### src/rtl/srle_pkg.sv
// Shared types and constants for the snapshot run-length page decoder.
// No dependencies; imported by every module of the block.
package srle_pkg;

    localparam logic [7:0] SEQ_BYTE = 8'hED;

    localparam logic [15:0] BASE_PAGE0 = 16'h4000;
    localparam logic [15:0] BASE_PAGE1 = 16'h8000;
    localparam logic [15:0] BASE_PAGE2 = 16'hC000;

    localparam logic [1:0] PAGE_CODE0 = 2'd0;
    localparam logic [1:0] PAGE_CODE1 = 2'd1;
    localparam logic [1:0] PAGE_CODE2 = 2'd2;
    localparam logic [1:0] PAGE_CODE_BAD = 2'd3;

    localparam int NUM_SLOTS = 4;
    localparam int QDEPTH = 4;
    localparam int QAW = $clog2(QDEPTH);

    typedef struct packed {
        logic [15:0]               addr;
        logic [NUM_SLOTS-1:0][7:0] vals;
        logic [7:0]                len0;
        logic [1:0]                last_idx;
    } srle_entry_t;

    typedef struct packed {
        logic push;
        logic full;
        logic pop;
        logic empty;
    } srle_qctl_t;

endpackage

### src/rtl/srle_front.sv
// Front end: accepts data bytes, runs the escape phase machine and builds one
// queue entry of up to four writes per byte. Depends on srle_pkg.
module srle_front
    import srle_pkg::*;
(
    input  logic        aclk,
    input  logic        aresetn,
    input  logic        s_valid,
    output logic        s_ready,
    input  logic [7:0]  s_data_byte,
    input  logic        s_block_start,
    input  logic [1:0]  s_page_code,
    input  logic        s_compressed,
    input  logic        s_block_end,
    input  logic        q_full,
    output logic        q_push,
    output srle_entry_t q_entry
);

    localparam logic [2:0] PH_LIT = 3'd0;
    localparam logic [2:0] PH_Z   = 3'd1;
    localparam logic [2:0] PH_ZE  = 3'd2;
    localparam logic [2:0] PH_ZEE = 3'd3;
    localparam logic [2:0] PH_E   = 3'd4;
    localparam logic [2:0] PH_EE  = 3'd5;
    localparam logic [2:0] PH_EEN = 3'd6;

    logic [15:0] addr_reg, addr_next;
    logic [2:0]  phase_reg, phase_next;
    logic [7:0]  held_reg, held_next;
    logic        mode_reg, mode_next;
    logic        fin_reg, fin_next;

    logic [15:0] st_addr;
    logic [2:0]  st_phase;
    logic [7:0]  st_held;
    logic        st_fin;

    logic [3:0][7:0] dv, fv;
    logic [1:0]      dn, fn;
    logic [7:0]      len0;
    logic [2:0]      total;
    logic            fresh_emit;
    logic [2:0]      fresh_ph;
    logic            accept;

    assign s_ready = !q_full;
    assign accept = s_valid && s_ready;

    always_comb begin
        st_addr  = addr_reg;
        st_phase = phase_reg;
        st_held  = held_reg;
        st_fin   = fin_reg;
        mode_next = mode_reg;
        if (s_block_start) begin
            case (s_page_code)
                PAGE_CODE1: st_addr = BASE_PAGE1;
                PAGE_CODE2: st_addr = BASE_PAGE2;
                default:    st_addr = BASE_PAGE0;
            endcase
            st_phase = PH_LIT;
            st_held = 8'd0;
            mode_next = s_compressed;
            st_fin = (s_page_code == PAGE_CODE_BAD);
        end

        fresh_emit = (s_data_byte != 8'h00) && (s_data_byte != SEQ_BYTE);
        if (s_data_byte == 8'h00) begin
            fresh_ph = PH_Z;
        end else if (s_data_byte == SEQ_BYTE) begin
            fresh_ph = PH_E;
        end else begin
            fresh_ph = PH_LIT;
        end

        dv = '0;
        dn = 2'd0;
        len0 = 8'd1;
        phase_next = st_phase;
        held_next = st_held;
        fin_next = st_fin;

        if (!st_fin) begin
            if (mode_next) begin
                case (st_phase)
                    PH_Z: begin
                        if (s_data_byte == SEQ_BYTE) begin
                            phase_next = PH_ZE;
                        end else begin
                            dv[0] = 8'h00;
                            dv[1] = s_data_byte;
                            dn = fresh_emit ? 2'd2 : 2'd1;
                            phase_next = fresh_ph;
                        end
                    end
                    PH_ZE: begin
                        if (s_data_byte == SEQ_BYTE) begin
                            phase_next = PH_ZEE;
                        end else begin
                            dv[0] = 8'h00;
                            dv[1] = SEQ_BYTE;
                            dv[2] = s_data_byte;
                            dn = fresh_emit ? 2'd3 : 2'd2;
                            phase_next = fresh_ph;
                        end
                    end
                    PH_ZEE: begin
                        if (s_data_byte == 8'h00) begin
                            phase_next = PH_LIT;
                            fin_next = 1'b1;
                        end else begin
                            dv[0] = 8'h00;
                            dn = 2'd1;
                            held_next = s_data_byte;
                            phase_next = PH_EEN;
                        end
                    end
                    PH_E: begin
                        if (s_data_byte == SEQ_BYTE) begin
                            phase_next = PH_EE;
                        end else begin
                            dv[0] = SEQ_BYTE;
                            dv[1] = s_data_byte;
                            dn = fresh_emit ? 2'd2 : 2'd1;
                            phase_next = fresh_ph;
                        end
                    end
                    PH_EE: begin
                        held_next = s_data_byte;
                        phase_next = PH_EEN;
                    end
                    PH_EEN: begin
                        dv[0] = s_data_byte;
                        dn = (st_held != 8'd0) ? 2'd1 : 2'd0;
                        len0 = st_held;
                        held_next = 8'd0;
                        phase_next = PH_LIT;
                    end
                    default: begin
                        dv[0] = s_data_byte;
                        dn = fresh_emit ? 2'd1 : 2'd0;
                        phase_next = fresh_ph;
                    end
                endcase
            end else begin
                dv[0] = s_data_byte;
                dn = 2'd1;
            end
        end

        fv = '0;
        fn = 2'd0;
        if (!st_fin && s_block_end) begin
            case (phase_next)
                PH_Z: begin
                    fv[0] = 8'h00;
                    fn = 2'd1;
                end
                PH_ZE: begin
                    fv[0] = 8'h00;
                    fv[1] = SEQ_BYTE;
                    fn = 2'd2;
                end
                PH_ZEE: begin
                    fv[0] = 8'h00;
                    fv[1] = SEQ_BYTE;
                    fv[2] = SEQ_BYTE;
                    fn = 2'd3;
                end
                PH_E: begin
                    fv[0] = SEQ_BYTE;
                    fn = 2'd1;
                end
                PH_EE: begin
                    fv[0] = SEQ_BYTE;
                    fv[1] = SEQ_BYTE;
                    fn = 2'd2;
                end
                PH_EEN: begin
                    fv[0] = SEQ_BYTE;
                    fv[1] = SEQ_BYTE;
                    fv[2] = held_next;
                    fn = 2'd3;
                end
                default: fn = 2'd0;
            endcase
            phase_next = PH_LIT;
            held_next = 8'd0;
            fin_next = 1'b1;
        end

        total = {1'b0, dn} + {1'b0, fn};
        if (total > 3'd4) begin
            total = 3'd4;
        end

        for (int i = 0; i < NUM_SLOTS; i++) begin
            if (i < int'(dn)) begin
                q_entry.vals[i] = dv[i];
            end else begin
                q_entry.vals[i] = fv[2'(i - int'(dn))];
            end
        end
        q_entry.addr = st_addr;
        q_entry.len0 = len0;
        q_entry.last_idx = 2'(total - 3'd1);

        if (total != 3'd0) begin
            addr_next = st_addr + {8'd0, len0} + {13'd0, total} - 16'd1;
        end else begin
            addr_next = st_addr;
        end
    end

    assign q_push = accept && (total != 3'd0);

    always_ff @(posedge aclk) begin
        if (!aresetn) begin
            addr_reg  <= BASE_PAGE0;
            phase_reg <= PH_LIT;
            held_reg  <= 8'd0;
            mode_reg  <= 1'b0;
            fin_reg   <= 1'b0;
        end else if (accept) begin
            addr_reg  <= addr_next;
            phase_reg <= phase_next;
            held_reg  <= held_next;
            mode_reg  <= mode_next;
            fin_reg   <= fin_next;
        end
    end

endmodule

### src/rtl/srle_queue.sv
// Short queue of decoded write entries between front and back end.
// Depends on srle_pkg for the entry type and depth.
module srle_queue
    import srle_pkg::*;
(
    input  logic        aclk,
    input  logic        aresetn,
    input  srle_qctl_t  ctl_in,
    output srle_qctl_t  ctl_out,
    input  srle_entry_t wr_entry,
    output srle_entry_t rd_entry
);

    srle_entry_t mem_reg [QDEPTH];
    logic [QAW-1:0] wr_ptr_reg, rd_ptr_reg;
    logic [QAW:0]   count_reg;
    logic           do_push, do_pop;

    assign ctl_out.full  = (count_reg == (QAW+1)'(QDEPTH));
    assign ctl_out.empty = (count_reg == '0);
    assign ctl_out.push  = do_push;
    assign ctl_out.pop   = do_pop;
    assign do_push = ctl_in.push && !ctl_out.full;
    assign do_pop  = ctl_in.pop && !ctl_out.empty;
    assign rd_entry = mem_reg[rd_ptr_reg];

    always_ff @(posedge aclk) begin
        if (do_push) begin
            mem_reg[wr_ptr_reg] <= wr_entry;
        end
    end

    always_ff @(posedge aclk) begin
        if (!aresetn) begin
            wr_ptr_reg <= '0;
            rd_ptr_reg <= '0;
            count_reg  <= '0;
        end else begin
            if (do_push) begin
                wr_ptr_reg <= wr_ptr_reg + 1'b1;
            end
            if (do_pop) begin
                rd_ptr_reg <= rd_ptr_reg + 1'b1;
            end
            case ({do_push, do_pop})
                2'b10:   count_reg <= count_reg + 1'b1;
                2'b01:   count_reg <= count_reg - 1'b1;
                default: count_reg <= count_reg;
            endcase
        end
    end

endmodule

### src/rtl/srle_back.sv
// Back end: expands each queue entry into write-run beats on the result
// channel through an output register. Depends on srle_pkg.
module srle_back
    import srle_pkg::*;
(
    input  logic        aclk,
    input  logic        aresetn,
    input  srle_qctl_t  q_status,
    input  srle_entry_t q_head,
    output logic        q_pop,
    output logic        m_valid,
    input  logic        m_ready,
    output logic [15:0] m_write_address,
    output logic [7:0]  m_write_value,
    output logic [7:0]  m_run_length,
    output logic        m_last_of_item
);

    logic        valid_reg;
    logic [15:0] addr_reg;
    logic [7:0]  value_reg;
    logic [7:0]  len_reg;
    logic        last_reg;
    logic [1:0]  idx_reg, idx_next;
    logic        load, take, slot_last;

    assign load = !valid_reg || m_ready;
    assign take = load && !q_status.empty;
    assign slot_last = (idx_reg == q_head.last_idx);
    assign q_pop = take && slot_last;
    assign idx_next = slot_last ? 2'd0 : idx_reg + 2'd1;

    always_ff @(posedge aclk) begin
        if (!aresetn) begin
            valid_reg <= 1'b0;
            idx_reg   <= 2'd0;
        end else if (load) begin
            valid_reg <= !q_status.empty;
            if (take) begin
                idx_reg <= idx_next;
            end
        end
    end

    always_ff @(posedge aclk) begin
        if (take) begin
            addr_reg  <= q_head.addr + {14'd0, idx_reg};
            value_reg <= q_head.vals[idx_reg];
            len_reg   <= (idx_reg == 2'd0) ? q_head.len0 : 8'd1;
            last_reg  <= slot_last;
        end
    end

    assign m_valid         = valid_reg;
    assign m_write_address = addr_reg;
    assign m_write_value   = value_reg;
    assign m_run_length    = len_reg;
    assign m_last_of_item  = last_reg;

endmodule

### src/rtl/snapshot_rle_page_decoder.sv
// Top level of the snapshot run-length page decoder: front end, entry queue
// and back end. Depends on srle_pkg, srle_front, srle_queue and srle_back.
//
//   channel  dir  handshake          payload
//   s_       in   s_valid / s_ready  data_byte, block_start, page_code,
//                                    compressed, block_end
//   m_       out  m_valid / m_ready  write_address, write_value,
//                                    run_length, last_of_item
//
// One data byte is accepted per cycle while the four-entry queue has room.
// Each byte yields zero to four write runs; the back end sends one run per
// cycle while m_ready is high, so the runs of one byte leave one by one.
// A run goes from the front decode into the queue and then through the
// output register to m_. Synchronous active-low reset empties the queue
// and sets the decoder to a raw block at 0x4000. Stalls on m_ fill the
// queue before s_ready drops.
module snapshot_rle_page_decoder
    import srle_pkg::*;
(
    input  logic        aclk,
    input  logic        aresetn,
    input  logic        s_valid,
    output logic        s_ready,
    input  logic [7:0]  s_data_byte,
    input  logic        s_block_start,
    input  logic [1:0]  s_page_code,
    input  logic        s_compressed,
    input  logic        s_block_end,
    output logic        m_valid,
    input  logic        m_ready,
    output logic [15:0] m_write_address,
    output logic [7:0]  m_write_value,
    output logic [7:0]  m_run_length,
    output logic        m_last_of_item
);

    srle_entry_t push_entry, head_entry;
    srle_qctl_t  q_req, q_stat;
    logic        push, pop;

    assign q_req.push  = push;
    assign q_req.pop   = pop;
    assign q_req.full  = 1'b0;
    assign q_req.empty = 1'b0;

    srle_front u_front (
        .aclk          (aclk),
        .aresetn       (aresetn),
        .s_valid       (s_valid),
        .s_ready       (s_ready),
        .s_data_byte   (s_data_byte),
        .s_block_start (s_block_start),
        .s_page_code   (s_page_code),
        .s_compressed  (s_compressed),
        .s_block_end   (s_block_end),
        .q_full        (q_stat.full),
        .q_push        (push),
        .q_entry       (push_entry)
    );

    srle_queue u_queue (
        .aclk     (aclk),
        .aresetn  (aresetn),
        .ctl_in   (q_req),
        .ctl_out  (q_stat),
        .wr_entry (push_entry),
        .rd_entry (head_entry)
    );

    srle_back u_back (
        .aclk            (aclk),
        .aresetn         (aresetn),
        .q_status        (q_stat),
        .q_head          (head_entry),
        .q_pop           (pop),
        .m_valid         (m_valid),
        .m_ready         (m_ready),
        .m_write_address (m_write_address),
        .m_write_value   (m_write_value),
        .m_run_length    (m_run_length),
        .m_last_of_item  (m_last_of_item)
    );

endmodule

### config.mk
export PLATFORM = sky130hd
export DESIGN_NAME = snapshot_rle_page_decoder
export DESIGN_NICKNAME = d
export VERILOG_FILES = /design/src/rtl/srle_pkg.sv /design/src/rtl/srle_front.sv /design/src/rtl/srle_queue.sv /design/src/rtl/srle_back.sv /design/src/rtl/snapshot_rle_page_decoder.sv
export SDC_FILE = /design/constraint.sdc
export NUM_CORES = 1
export LEC_CHECK = 0
export ABC_AREA = 1
export BUFFER_PORTS_ARGS = -buffer_cell sky130_fd_sc_hd__buf_2
export CORE_MARGIN = 8
export CORE_UTILIZATION = 25
export DETAILED_ROUTE_END_ITERATION = 8
export PLACE_DENSITY = 0.44
export SYNTH_ARGS = -nofsm -noshare
export SYNTH_HDL_FRONTEND = slang
export SYNTH_SLANG_ARGS = --single-unit
### constraint.sdc
create_clock -name aclk -period 17.87 [get_ports aclk]
set_input_delay 3.574 -clock aclk [delete_from_list [all_inputs] [get_ports aclk]]
set_output_delay 3.574 -clock aclk [all_outputs]
set_load 0.02 [all_outputs]
* Word-level counts from Yosys, hierarchy flattened
Memories as Yosys holds them, arrays and structs flattened. A register that Yosys moved wholly into a read port is not among the register bits. Index checks and enable logic that the tools add are counted.
Word-level totals: memory bits (read-only) 0, bits in latches 0, word-level logic and storage cells 167, output and inout bits 35, input bits 17, memories 1, RAM bits 232, bits in registers 72
Cells by class: divide/modulo/power cells 0, shifts and indexed selects 0, reduce and logical (&&, ||, !) cells 28, equality and inequality tests 21, $add $sub $neg 15, bitwise gates (word level) 0, magnitude comparators 9, multiply operators 0, mux-type cells 79
Memories:
- u_queue.mem_reg | depth 4, width 58, rd ports 1, clocked after memory_dff 1, wr ports 1, RTL line srle_queue.sv:14 | srle_entry_t mem_reg [QDEPTH];
Operators by type and width (count):
- $mux W8 | 24
- $bmux W8 S2 | 5
- $mux W16 | 5
- $mux W24 | 3
- $pmux W8 S3 | 2
- $mux W3 | 11
- $pmux W16 S2 | 1
- $pmux W8 S4 | 1
- $eq A3 B3 Y1 const B | 7
- $mux W2 | 9
- $pmux W3 S6 | 1
- $add A16 B2 Y16 | 1
- $add A16 B3 Y16 | 1
- $add A16 B8 Y16 | 1
- $lt A2 B4 Y1 const B | 4
- $pmux W8 S2 | 1
- $reduce_bool A8 Y1 | 2
- $sub A16 B1 Y16 const B | 1
- $mux W1 | 13
- $eq A3 B2 Y1 const B | 4
- $pmux W2 S5 | 1
- $reduce_or A2 Y1 | 5
- $eq A8 B8 Y1 const B | 1
- $logic_and A1 B1 Y1 | 8
- 28 further kinds | 40

* Longest topological paths before layout
depth after elaboration 19, mapped depth 35, depth with buffers taken out 35

* Hierarchy
A second synthesis with hierarchy kept.
Unflattened totals: cells, all modules 1501, area total of the unflattened synthesis 14915.6 µm²
By module, submodules not included:
- srle_queue | seq. area each 7146.9 µm², times used 1, area each 9166.3 µm², cells each 636
- srle_front | seq. area each 580.6 µm², times used 1, area each 3856.2 µm², cells each 654
- srle_back | seq. area each 1051.0 µm², times used 1, area each 1889.3 µm², cells each 210
- snapshot_rle_page_decoder | seq. area each 0.0 µm², times used 1, area each 3.8 µm², cells each 1

* Worst setup path before layout
No wires, ideal clock.
kind input to register, from input port s_page_code[0], to memory u_queue.mem_reg[0][0] in the netlist's numbering, enable pin, cell stages on the path 20, library setup time 474 ps, required time 17396 ps, data arrival time 8892 ps, buffers on the path 2, path slack 8504 ps, cell sequence ha_1 nand2_1 o21ai_1 inv_1 nand2_1 inv_1 buf_2 clkbuf_1 nand2_1 a21oi_1 ha_1 inv_1 fa_1 inv_1 nor2_1 o21ai_0 ha_1 nand2_1 nand2_1 nor2_1
On the way: word-level cells in the longest chain between the ends 15, elaborated cells on any way between the ends 25, classes of those cells add/sub: 1; order compare: 1; eq/ne: 7; mux: 8; reduce/logical: 8
Ends and longest elaborated chain:
- from (decl) | RTL line snapshot_rle_page_decoder.sv:26 | input logic [1:0] s_page_code,
- $eq A2 B2 Y1 * | RTL line srle_front.sv:65 | st_fin = (s_page_code == PAGE_CODE_BAD);
- $mux W1 * | RTL line srle_front.sv:56 | if (s_block_start) begin
- $mux W3 | RTL line srle_front.sv:84 | if (!st_fin) begin
- $eq A3 B2 Y1 (tied with other cells) | RTL line srle_front.sv:155 | case (phase_next)
- $reduce_or A2 Y1 (no line)
- $pmux W2 S3 | RTL line srle_front.sv:155
- $mux W2 | RTL line srle_front.sv:154 | if (!st_fin && s_block_end) begin
- $add A2 B2 Y3 * | RTL line srle_front.sv:193 | total = {1'b0, dn} + {1'b0, fn};
- $gt A3 B3 Y1 | RTL line srle_front.sv:194 | if (total > 3'd4) begin
- $mux W3 * | RTL line srle_front.sv:194
- $reduce_bool A3 Y1 * | RTL line srle_front.sv:216 | assign q_push = accept && (total != 3'd0);
- $logic_and A1 B1 Y1 * | RTL line srle_front.sv:216
- $logic_and A1 B1 Y1 * | RTL line srle_queue.sv:23 | assign do_push = ctl_in.push && !ctl_out.full;
- $mux W1 * | RTL line srle_queue.sv:28 | if (do_push) begin
- $mux W1 (implied by the code) * | RTL line srle_queue.sv:29 | mem_reg[wr_ptr_reg] <= wr_entry;
- to (decl) | RTL line srle_queue.sv:14
Mark *: on every way between the ends. The rest lies on a longest branch, timed or not.

* Final worst setup path
from input port s_block_start, to register u_front.addr_reg[15]
On the way: word-level cells in the longest chain between the ends 15, elaborated cells on any way between the ends 44, classes of those cells add/sub: 4; order compare: 1; eq/ne: 12; mux: 19; reduce/logical: 8
Ends and longest elaborated chain:
- from (decl) | RTL line snapshot_rle_page_decoder.sv:25 | input logic s_block_start,
- $mux W3 | RTL line srle_front.sv:56
- $eq A3 B3 Y1 (tied with other cells) | RTL line srle_front.sv:86 | case (st_phase)
- $pmux W3 S6 | RTL line srle_front.sv:86
- $mux W3 | RTL line srle_front.sv:85 | if (mode_next) begin
- $mux W3 | RTL line srle_front.sv:84
- $eq A3 B2 Y1 (tied with other cells) | RTL line srle_front.sv:155
- $reduce_or A2 Y1 (no line)
- $pmux W2 S3 | RTL line srle_front.sv:155
- $mux W2 | RTL line srle_front.sv:154
- $add A2 B2 Y3 | RTL line srle_front.sv:193
- $gt A3 B3 Y1 | RTL line srle_front.sv:194
- $mux W3 | RTL line srle_front.sv:194
- $add A16 B3 Y16 | RTL line srle_front.sv:210 | addr_next = st_addr + {8'd0, len0} + {13'd0, total} - 16'd1;
- $sub A16 B1 Y16 | RTL line srle_front.sv:210
- $mux W16 * | RTL line srle_front.sv:209 | if (total != 3'd0) begin
- to (signal assigned) | RTL line srle_front.sv:226 | addr_reg <= addr_next;
- to (decl) | RTL line srle_front.sv:28 | logic [15:0] addr_reg, addr_next;
Marked as above. A chain may end at the register's enable or synchronous reset.

==> results by group <==
Critical path
  • CP arrival: approximately 9.6 ns
  • Slowest-stage cell, CP: inv_2
  • R2R depth: 31
  • Slowest stage delay, CP: approximately 0.50 ns
  • Required @ worst endpoint: roughly 18 ns
  • WS Path Type: in -> reg
  • Worst Setup Start Kind: input pin
  • Crit end category: flip-flop
  • CP most frequent cell: inv_1
  • Max FO, Critical Path: 35

Run
  • Max-cap violations: 0

STA
  • WHS: 0.448 ns
  • Final period utilization: a little over 50%
  • Worst Max-Slew Pin Slew: 1.03 ns
  • Skew final: 0.0154 ns
  • Final Worst Setup Slack: between 8 and 9 ns
  • Min Tclk post-route: roughly 9 ns
  • Achievable Freq: 109 MHz
  • Setup TNS: 0 ns
  • Unrepaired setup endpoints after global routing: false
  • Finish-stage setup viols: 0
  • Final hold vios: 0
  • Slew Limit Fails: 0
  • Slew headroom: between 30% and 40%

Detailed routing
  • Routed vias: approximately 10,000
  • Remaining antenna violation count: 0
  • Initial DRC Count: between 500 and 600
  • Wire length per cell: 17.8 um
  • DRC viols: 0
  • Drt total wl: around 40 mm
  • Iteration count of the initial detailed-routing pass: 5
  • Routed vias/inst: ~4.6

Clocking
  • CTS Root Cell: clkbuf_16
  • Number of setup buffers added after CTS: 0
  • Hold Buf Count CTS: 0
  • Number of clock sinks: 306
  • CTS tree: built
  • CTS resizes: 0
  • TritonCTS buffer count: 35
  • Worst-path clk slew: ~0.060 ns
  • Clk_lat worst skew: between 0.5 and 0.6 ns
  • CTS max path bufs: 3
  • Htree depth: 2

Power and ir drop
  • Sequential share of power: 41.1%
  • Final Power: 2.36 mW
  • Clock power frac: around 30%
  • Psw: 0.829 mW
  • Combinational fraction of design power: a little under 30%
  • Ratio of total power to cell area: approximately 140 nW/um2
  • Sw Share: about a third
  • Worst vdd ir: approximately 90 uV
  • P_int: between 1.5 and 2 mW
  • Pleak: ~6.3 nW

Run status
  • Outcome: finished clean

Min path
  • Worst min path class: reg -> reg
  • Hold path depth: 1

GRT
  • Largest net degree at the start of global routing: 85
  • Initial antenna violation count: 0
  • GR met3 Demand/Resource: ~2%
  • First-pass GRT wire length: a little over 60 mm
  • Gr busiest metal: met2
  • Met1 Usage GRT: about 17%
  • Grt total ovfl: 0
  • Vias in the first global route: approximately 10,000
  • Met2 Usage GRT: a little under a fifth
  • Gr usage total: between 10% and 20%

Synth
  • Register bit total from synthesis: around 310
  • Mux cell area share after synthesis: 0%
  • Avg Cell Area, Syn: 10.5 um2
  • Register area share after synthesis: between 60% and 70%
  • Post-Synthesis Cells: between 1,000 and 1,500
  • Asr flop ratio synth: 0%
  • Yosys warns: 0
  • Top_reg_cell synth: edfxtp_1
  • Syn_nets: between 1,000 and 1,500
  • Largest family of logic cells by synthesized area: simple AND/OR/NAND/NOR gates
  • Post-Synth Adder-Cell Area: between 5 and 6%
  • Synth Area in Compound Gates: between 10% and 20%
  • Number of flops mapped to enable cells by yosys: 265
  • Simple-gate area share of the yosys netlist: between 15 and 20%
  • Post-Syn Area: between 10,000 and 15,000 um2
  • Xor and xnor fraction of the mapped netlist area: approximately 1.3%
  • Synth cell types: 48

Layout
  • # nets final: roughly 1,500
  • Antenna cell count: 0
  • Register area: between 8000 and 9000 um2
  • Footprint of the multi-input gates: just over 5000 um2
  • Fillers: between 6,000 and 7,000
  • Layout cells sized above 1: around 12%
  • Fin area: about 17,000 um2
  • Area Growth Syn to Fin: 15.2%
  • Max reg flops: between 200 and 250

Floorplanning
  • Row cnt: around 90
  • Chip Height: 257 um
  • Initial core utilization: about a quarter
  • Die width: between 200 and 300 um
  • # IOs: 52
  • Die Area: between 60,000 and 70,000 um2
  • Core area: approximately 58,000 um2

Placed design
  • PortBufs: 51
  • RD Place Congestion: between 0.8 and 0.9
  • Worst slack, placed: 8.21 ns
  • DP Area: approximately 16,000 um2
  • DP HPWL: approximately 25 mm
## per-stage QoR
stage                     util (%)  instances
final                         29.1       2223
after global routing          29.1       2223
after detailed placement      27.1       2162
after CTS                     29.1       2223
after floorplan                  -       1393
after global placement        27.1       2162
## critical path, delay by kind of cell
kind	cells	cell delay, ns
and+or+nand+nor	12	1.38
adders and majority gates	6	1.82
AOI/OAI and AO/OA	6	1.28
buffers and inverters	10	1.49
## cell usage in the layout (no fill, tap or decap), types with 9 or more instances in the layout
cell | synthesis | final
xor2_1 | 16 | 16
nand2_2 | 11 | 11
nor2_1 | 160 | 156
clkbuf_16 | 0 | 35
nand3_2 | 17 | 17
o221ai_1 | 26 | 26
o22ai_1 | 17 | 17
inv_1 | 117 | 117
dfxtp_1 | 41 | 39
ha_1 | 49 | 49
buf_2 | 12 | 51
edfxtp_1 | 265 | 265
clkbuf_1 | 40 | 9
a21oi_1 | 83 | 83
nand2_1 | 201 | 201
o21ai_0 | 142 | 142
nand4_1 | 15 | 15
nand3_1 | 83 | 83
buf_4 | 5 | 13
o211ai_1 | 10 | 10
## cell type report
class / count / area share (%)
Multi-Input combinational cell: 899 / 30.3
Sequential cell: 306 / 52.4
Clock buffer: 47 / 5.67
Tap cell: 765 / 5.71
Inverter: 128 / 2.91
Clock inverter: 14 / 0.940
Timing Repair Buffer: 64 / 2.10
## final timing paths
check | start | endpoint | slack (ns)
worst max-delay path | s_block_start | u_front.addr_reg[15] | 8.73
worst min-delay path | u_queue.count_reg[0] | u_queue.count_reg[0] | 0.45
worst max register to register | u_front.phase_reg[1] | u_front.addr_reg[15] | 11.95
worst min register to register | u_queue.count_reg[0] | u_queue.count_reg[0] | 0.45
## routing by layer
layer	up-vias	share of wire [%]
met5	-	0
met4	0	1.9
met3	46	4.1
met2	195	45
met1	4937	49
li1	4993	-
## cell usage after synthesis (all sizes together) (17+ instances only)
| cell type | instances | share of area [%] |
|---|---|---|
| clkbuf | 40 | 1.0 |
| buf | 20 | 0.75 |
| nor2 | 169 | 4.7 |
| edfxtp | 265 | 55 |
| nand3 | 103 | 4.4 |
| dfxtp | 41 | 5.6 |
| o22ai | 17 | 0.73 |
| a21oi | 83 | 2.9 |
| o21ai | 151 | 5.3 |
| o221ai | 26 | 1.6 |
| nand2 | 215 | 5.9 |
| ha | 49 | 4.2 |
| inv | 125 | 3.2 |
## power groups by stage
stage	clock [mW]	combinational, mW	sequential, mW
after floorplan	0	0.432	1.02
after global placement	0	0.702	0.986
after detailed placement	0	0.705	0.986
after CTS	0.722	0.707	0.971
after global routing	0.742	0.780	0.981
final	0.697	0.691	0.968
## kinds of logic after synthesis
kind of cell               count (synthesis)
and+or+nand+nor                          516
AOI/OAI and AO/OA                        307
DFF                                      306
buffers and inverters                    188
adders and majority gates                 55
xor gates and xnor gates                  21
Power figures use the tool's default switching activity.
